### src/sv/ftl_pkg.sv
// ftl_pkg: shared types and constants for the flat trie prefix lookup
// no dependencies
package ftl_pkg;
    localparam logic [1:0] MODE_BODY  = 2'd0;
    localparam logic [1:0] MODE_INDEX = 2'd1;
    localparam logic [1:0] MODE_LOOK  = 2'd2;

    // one beat carried from the front part to the back part
    typedef struct packed {
        logic [1:0]  mode;
        logic [11:0] addr;
        logic [15:0] ch;
        logic [11:0] next_skip;
        logic        has_child;
        logic        ends_word;
        logic [31:0] info_in;
        logic        last_char;
    } t_beat;
endpackage

### src/sv/ftl_queue.sv
// ftl_queue: two-entry beat queue between the front and the back part
// depends on ftl_pkg
module ftl_queue
    import ftl_pkg::*;
(
    input  logic  i_clk,
    input  logic  i_rst_n,
    input  logic  i_valid,
    output logic  o_ready,
    input  t_beat i_beat,
    output logic  o_valid,
    input  logic  i_ready,
    output t_beat o_beat
);
    t_beat       r_mem [2];
    logic        r_wp;
    logic        r_rp;
    logic [1:0]  r_cnt;
    logic        w_push;
    logic        w_pop;

    assign o_ready = (r_cnt != 2'd2);
    assign o_valid = (r_cnt != 2'd0);
    assign o_beat  = r_mem[r_rp];
    assign w_push  = i_valid && o_ready;
    assign w_pop   = o_valid && i_ready;

    always_ff @(posedge i_clk) begin
        if (w_push) begin
            r_mem[r_wp] <= i_beat;
        end
        if (!i_rst_n) begin
            r_wp  <= 1'b0;
            r_rp  <= 1'b0;
            r_cnt <= 2'd0;
        end else begin
            if (w_push) r_wp <= ~r_wp;
            if (w_pop)  r_rp <= ~r_rp;
            r_cnt <= r_cnt + {1'b0, w_push} - {1'b0, w_pop};
        end
    end
endmodule

### config.mk
export PLATFORM = sky130hd
export DESIGN_NAME = ftl_queue
export DESIGN_NICKNAME = d
export VERILOG_FILES = /design/src/sv/ftl_pkg.sv /design/src/sv/ftl_queue.sv
export SDC_FILE = /design/constraint.sdc
export NUM_CORES = 1
export LEC_CHECK = 0
export BUFFER_PORTS_ARGS = -buffer_cell sky130_fd_sc_hd__buf_2
export CAP_MARGIN = 25
export CORE_MARGIN = 4
export CORE_UTILIZATION = 28
export CTS_CLUSTER_SIZE = 20
export DETAILED_ROUTE_END_ITERATION = 12
export PLACE_DENSITY = 0.56
export SLEW_MARGIN = 15
export SYNTH_ARGS = -nofsm -noshare
export SYNTH_HDL_FRONTEND = slang
export SYNTH_SLANG_ARGS = --single-unit
### constraint.sdc
create_clock -name i_clk -period 13.4 [get_ports i_clk]
set_input_delay 3.35 -clock i_clk [delete_from_list [all_inputs] [get_ports i_clk]]
set_output_delay 3.35 -clock i_clk [all_outputs]
set_load 0.05 [all_outputs]
# Word-level counts from Yosys, hierarchy flattened
# Memories as Yosys holds them, arrays and structs flattened. A register that Yosys moved wholly into a read port is not among the register bits.
# Cells that the tools add are included.
[word_totals]
n_memories = 1
ff_bits = 4
ram_bits = 154
rom_bits = 0
latch_bits = 0
[mem_list]
columns = ["memory", "words", "width", "read_ports", "rd_ports_with_merged_regs", "wr", "line", "rtl"]
rows = [
  ["r_mem", 2, 77, 1, 1, 1, "ftl_queue.sv:15", "t_beat r_mem [2];"],
]
[op_classes]
n_bitwise = 2
n_reduce_logical = 3
shifts = 0
n_eq_ne = 1
order_cmp = 0
addsub = 2
div = 0
n_mux = 4
mul = 0
[ops]
columns = ["cell", "count"]
rows = [
  ["2-to-1 mux 1 bit", 4],
  ["adder 2 x 1 -> 2 bit", 1],
  ["logical AND 1 bit", 2],
  ["inequality test 2 bit, second input constant", 1],
  ["NOT 1 bit", 2],
  ["nonzero test 2 bit", 1],
  ["subtractor 2 x 1 -> 2 bit", 1],
]

# Logic depth before layout (Yosys ltp)
# Gate-level depths: netlist (run 1).
[depth]
depth_word = 4
mapped_depth = 8
ltp_nobuf = 8

# Worst setup path before layout (run 1)
# No wires, ideal clock.
[synth_timing]
path_kind = "input port to flip-flop"
from = "input port i_valid"
to = "memory r_mem[0][0] (netlist name), enable pin"
n_path_buf = 0
stages = 2
arrival_ns = 6.682
setup_slack_ns = 6.205
cell_sequence = "nand2_1 > nor2_1"
[synth_between]
elab_chain_len = 3
[synth_rtl]
columns = ["item", "line", "rtl"]
rows = [
  ["start: declaration", "ftl_queue.sv:8", "input logic i_valid,"],
  ["logical AND 1 bit", "ftl_queue.sv:25", "assign w_push = i_valid && o_ready;"],
  ["2-to-1 mux 1 bit", "ftl_queue.sv:29", "if (w_push) begin"],
  ["2-to-1 mux 1 bit (not written as such)", "ftl_queue.sv:30", "r_mem[r_wp] <= i_beat;"],
  ["end: declaration", "ftl_queue.sv:15", ""],
]
# No other way between the ends.

==> results of run 1 <==
final cells by class:
| type | instances | share of cell area [%] |
|---|---|---|
| tap | 270 | 4.46 |
| inverter | 1 | 0.0495 |
| clock buffer | 17 | 5.61 |
| clock inverter | 15 | 1.77 |
| sequential | 159 | 62.4 |
| timing repair buffer | 162 | 11.0 |
| multi-input combinational | 95 | 14.8 |
per-stage QoR:
| step | setup WS [ns] | hold WS, ns | utilization [%] | power (W) | instances |
|---|---|---|---|---|---|
| finish | 7.66 | 0.531 | 37.0 | 0.00165 | 719 |
| detailed placement | 8.02 | 0.524 | 34.3 | 0.00122 | 687 |
| global placement | 8.05 | 0.509 | 34.2 | 0.00121 | 686 |
| global route | 7.46 | 0.583 | 37.0 | 0.00172 | 719 |
| floorplan | 6.21 | 0.455 | - | 0.00111 | 264 |
| CTS | 7.55 | 0.537 | 37.0 | 0.00167 | 719 |
sequential cells by signal, summed over array words and instances (netlist names), named ones only:
signal	count
r_cnt	2
r_mem	154
r_wp	1
r_rp	1
cell usage after synthesis:
library cell  instances
nand2b_1              2
mux2_2               47
and2_1                2
buf_6                 2
buf_8                 3
nor2_1                1
or2_2                 1
xnor2_1               3
mux2i_1               1
inv_1                 1
dfxtp_1               5
nand2_1               2
nor2b_1               2
ha_1                  2
buf_2                 4
edfxtp_1            154
mux2_4               30
and3_1                1
o21a_1                1
tightest hold or removal path: stages (launching register included):
cell     delay, ns
dfxtp_1       0.35
nand2_1       0.07
mux2i_1       0.06
how the worst max path moves through the flow:
stage,startpoint,endpoint,slack (ns),cells past startpoint
2_1_floorplan,i_valid,r_mem[0][0],6.21,2
3_3_place_gp,register,o_beat[27],8.05,3
3_5_place_dp,register,o_beat[4],8.02,3
4_1_cts,register,o_beat[4],7.55,3
5_1_grt,register,o_beat[32],7.46,3
6_report,register,o_beat[0],7.66,3
metal layers:
metal / up-vias / wire [µm] / track usage (%)
met2: 99 / 5660 / 16.3
met4: 4 / 119 / 3.41
met3: 11 / 829 / 4.50
met1: 1455 / 4560 / 11.0
met5: - / 34 / 0
li1: 1380 / - / -
power breakdown:
part           internal [W]  switching (W)
registers          0.000626      0.0000326
logic              0.000161       0.000376
clock network      0.000257       0.000196
total               0.00104       0.000604
kinds of logic after synthesis:
| family | after synthesis | synth area share [%] |
|---|---|---|
| AO/OA/AOI/OAI | 1 | 0.127 |
| flip-flops | 159 | 79.7 |
| adder cells (fa/ha/maj) | 2 | 0.422 |
| buffers and inverters | 10 | 1.54 |
| XOR/XNOR | 3 | 0.443 |
| AND/OR/NAND/NOR | 11 | 1.03 |
| multiplexers | 78 | 16.7 |
==> results.md, run 1 <==
- Status: finished, final reports clean
- H-tree depth: 4
- Drt first pass iters: 4
- Max stage delay on crit path: 0.70 ns
- GR Overflow Total: 0
- WP data required: 10.05 ns
- CTS Buf Count: 17
- Final-report max-slew violation count: 0
- DP HPWL: 7550 µm
- Area share of the largest cell type after synthesis: 78.0%
- FP Rows: 52
- Most frequent cells in the layout: 159 x buf_2, 154 x edfxtp_1, 47 x mux2_2
- Routed Antenna Nets: 0
- Layout cells sized above 1: 61.0%
- Reg2Reg Capture Point: r_mem[0][70]
- Hold Path End: r_wp
- Max Cap Viol: 0
- Mean Syn Cell Area: 22.4 µm²
- Vias: 2,949
- Post-Syn Instances: 264
- Vias in the first global route: 3,295
- Max VDD drop: 0.100 mV
- Period utilisation layout: 42.9%
- Type of origin of the critical path: register
- CTS tree: yes
- Worst setup EP type: output port
- CP Max Fanout: 40
- Die Span X: 153 µm
- I/O pins: 160
- Placer Congestion: 0.721
- Area post-placement: 7020 µm²
- GRT Total Usage: 9.73%
- Worst-path clk slew: 0.06 ns
- Post-DR wirelength/cell: 15.6 µm
- Hold-fix buffers, CTS: 0
- Syn-to-layout area delta: 28.0%
- Arr. time, crit path: 2.39 ns
- Initial Utilization: 28.9%
- Most common cell after layout, fill and taps aside: buf_2
- Root Buffer: clkbuf_16
- Relative slew slack: 43.5%
- Final Hold Viols: 0
- Crit path max-delay family: buffers and inverters
- HP Start: r_wp
- Mapped Nets: 347
- Setup violators final: 0
- Clock sink count: 159
- Pleak: 2.85 nW
- Final Critical Period: 5.74 ns
- Hold Crit Class: reg -> reg
- Min-Delay Path Depth: 2
- Clk buf depth: 2
- Fillers: 1,910
- Clk_lat worst skew: 0.41 ns
- DRC Markers: 0
- Core ar.: 20,500 µm²
- Internal reg-to-reg setup slack: 11.10 ns
- Initial DRC count: 89
- Diode count: 0
- Synth top area cells: edfxtp_1 78%, mux2_2 8.9%, mux2_4 7.6%
- Area leader, netlist: edfxtp_1
- Global-route wire length before repair: 17,600 µm
- Buf/Inv on CP: 2
- Seq cells post-synth: 159
- Critical path's slowest cell: dfxtp_4
- RSZ-0062 raised after global routing: no
- Worst-path cell chain: buf_4, mux2_2, buf_2
- R2R cell count: 4
- Mapped Area: 5930 µm²
- # resized after CTS: 0
- Critical R2R Launch: r_cnt[0]
- Largest net degree at the start of global routing: 62
- DR vias/cell: 4.10
- Worst setup path class: reg -> out
- Die Ht: 153 µm
- Synth warn: 0
- Fmax: 174 MHz
- Post-route cell area: 7580 µm²
- Initial antenna violation count: 2
- Final setup TNS: 0 ns
- Count of different cell masters after synthesis: 19
- Worst Max-Slew Pin Slew: 0.848 ns
- IO Port Bufs: 159
- Reg area: 4730 µm²
- Nets: 519
- Die area: 23,600 µm²
- Area of the multi-input gates: 1120 µm²
- PwrDens: 217 nW/µm²
- Post-synthesis sequential area ratio: 79.7%
- Post-CTS setup buffers: 0
- Worst clock skew: 0.00404 ns
- Final WL: 11,200 µm
(Power assumes the default switching activity.)
==> run 2, diff against run 1 <==
--- a/config.mk
+++ b/config.mk
@@ -11,7 +11,7 @@
 export CORE_UTILIZATION = 28
 export CTS_CLUSTER_SIZE = 20
 export DETAILED_ROUTE_END_ITERATION = 12
-export PLACE_DENSITY = 0.56
+export PLACE_DENSITY = 0.58
 export SLEW_MARGIN = 15
 export SYNTH_ARGS = -nofsm -noshare
 export SYNTH_HDL_FRONTEND = slang
==> constraint.sdc (replaced) <==
create_clock -name i_clk -period 5.2 [get_ports i_clk]
set_input_delay 1.3 -clock i_clk [delete_from_list [all_inputs] [get_ports i_clk]]
set_output_delay 1.3 -clock i_clk [all_outputs]
set_load 0.05 [all_outputs]
==> run 2 against run 1 <==
  * Via count is 0.75% higher
  * Register-to-register slack got worse by 7.9 ns
  * First-iteration DRC count grew 22%
  * Hold slack got worse by 0.0025 ns
  * Clock power grew to 2.6 times the previous value
  * Global-route usage fell by 0.18 points
  * Clock skew rose by 0.0084 ns
  * Critical path type unchanged
  * Largest power group unchanged
==> results.md, run 2 (synthesized netlist as in run 1, its figures left out) <==
- Area post-placement: 7060 µm² (+0.57%)
- Layout cells sized above 1: 59.4% (-1.6 points)
- Syn-to-layout area delta: 28.5%
- WP data required: 3.90 ns (-6.15 ns)
- Most used routing layer: met2
- Post-CTS setup buffers: 0 (unchanged)
- Largest net degree at the start of global routing: 60 (-3.2%)
- Global-route wire length before repair: 17,400 µm (-1.1%)
- Final WL: 11,400 µm (+1.3%)
- Area of the multi-input gates: 1120 µm² (unchanged)
- Largest register by flop count: r_mem
- Initial DRC count: 109 (+22%)
- Worst-path clk slew: 0.06 ns (about the same)
- Clk buf depth: 2 (unchanged)
- Status: finished, final reports clean
- CP Max Fanout: 59 (+48%)
- CTS tree: yes
- Pleak: 2.86 nW (+0.39%)
- Post-route cell area: 7620 µm² (+0.45%)
- GR Util met2: 15.9% (-0.38 points)
- Routed Antenna Nets: 0 (unchanged)
- Placer Congestion: 0.693 (-3.9%)
- Pre-CTS WS: 1.89 ns (-6.12 ns)
- Final-report max-slew violation count: 0 (unchanged)
- Worst setup EP type: output port
- Setup violators final: 0 (unchanged)
- Worst clock skew: 0.0124 ns (+0.00837 ns)
- I/O pins: 160 (unchanged)
- Relative slew slack: 33.8% (-9.7 points)
- Fillers: 1,934 (+1.3%)
- Drt first pass iters: 4 (unchanged)
- Initial Utilization: 28.9% (unchanged)
- GRT Total Usage: 9.55% (-0.18 points)
- Final Critical Period: 3.68 ns
- Max VDD drop: 0.254 mV (+150%)
- Core ar.: 20,500 µm² (unchanged)
- Met1 usage: 11.1% (+0.073 points)
- Fmax: 272 MHz
- FP Rows: 52 (unchanged)
- Initial antenna violation count: 2 (unchanged)
- Period utilisation layout: 70.8%
- Post-DR wirelength/cell: 15.8 µm (+1.5%)
- Hold Slack: 0.529 ns (-0.00249 ns)
- Top flop regs: r_mem x154, r_cnt x2
- Met3 usage: 3.70% (-0.79 points)
- CTS Buf Count: 17 (unchanged)
- DP HPWL: 7670 µm (+1.6%)
- DR vias/cell: 4.14 (+0.89%)
- Vias in the first global route: 3,312 (+0.52%)
- Nets: 521 (+0.39%)
- GR Overflow Total: 0 (unchanged)
- IO Port Bufs: 159 (unchanged)
- Die Span X: 153 µm (unchanged)
- H-tree depth: 4 (unchanged)
- Vias: 2,971 (+0.75%)
- Max Cap Viol: 0 (unchanged)
- Hold-fix buffers, CTS: 0 (unchanged)
- Worst Max-Slew Pin Slew: 0.994 ns (+0.146 ns)
- Final setup TNS: 0 ns (unchanged)
- Root Buffer: clkbuf_16
- RSZ-0062 raised after global routing: no
- Type of origin of the critical path: register
- Clock sink count: 159 (unchanged)
- Die area: 23,600 µm² (unchanged)
- Worst setup path class: reg -> out
- Most frequent cells in the layout: 159 x buf_2, 154 x edfxtp_1, 47 x mux2_2
- Setup ws final: 1.52 ns (-6.14 ns)
- Clk_lat worst skew: 0.41 ns (about the same)
- Arr. time, crit path: 2.38 ns (about the same)
- DRC Markers: 0 (unchanged)
- # resized after CTS: 0 (unchanged)
- Diode count: 0 (unchanged)
- Largest register FFs: 154 (unchanged)
- Die Ht: 153 µm (unchanged)
- PwrDens: 563 nW/µm² (+160%)
- Final Hold Viols: 0 (unchanged)
- Reg area: 4730 µm² (unchanged)
- Most common cell after layout, fill and taps aside: buf_2
- Hold Crit Class: reg -> reg
run 2: cell types whose count changed in the layout (fill, tap and decap cells not counted), sizes merged:
| cell | previous run | this run |
|---|---|---|
| clkinvlp | 2 | 1 |
| bufinv | 1 | 3 |
| buf | 162 | 164 |
| inv | 5 | 1 |
run 2: final timing paths:
check / from / to / slack [ns] / cells after the start
max: register / o_beat[30] / 1.52 / 3
min: r_wp / r_wp / 0.53 / 2
max reg2reg: r_cnt[0] / r_mem[0][45] / 3.17 / 5
min reg2reg: r_wp / r_wp / 0.53 / 2
run 2: critical path: stages, from the launching register on:
cell and delay, ns:
dfxtp_4 0.98, buf_4 0.37, mux2_2 0.36, buf_2 0.21
run 2: power by group:
part           switching, W  internal, W
sequential         0.000115      0.00161
combinational      0.000949     0.000435
clock              0.000447     0.000732
total               0.00151      0.00278
run 2: cell type report:
cell class              instances  area share, %
clock inverters                12           1.68
clock buffers                  17           5.59
multi-input cells              95           14.7
flip-flops and latches        159           62.1
inverters                       1         0.0493
repair buffers                164           11.4
well taps                     270           4.44
run 2: stage by stage:
step	util (%)	std cells	power, W
detailed placement	34.5	689	0.00316
finish	37.2	718	0.00429
global placement	34.3	687	0.00313
floorplan	-	264	0.00286
global route	37.2	718	0.00447
CTS	37.2	718	0.00436
run 2: routing by layer:
layer  routed length [µm]  vias to the layer above  part of all wire (%)
met1                 4740                     1454                    42
met5                   23                        -                  0.20
met4                  178                        4                   1.6
met3                  772                       16                   6.8
li1                     -                     1384                     -
met2                 5640                      113                    50
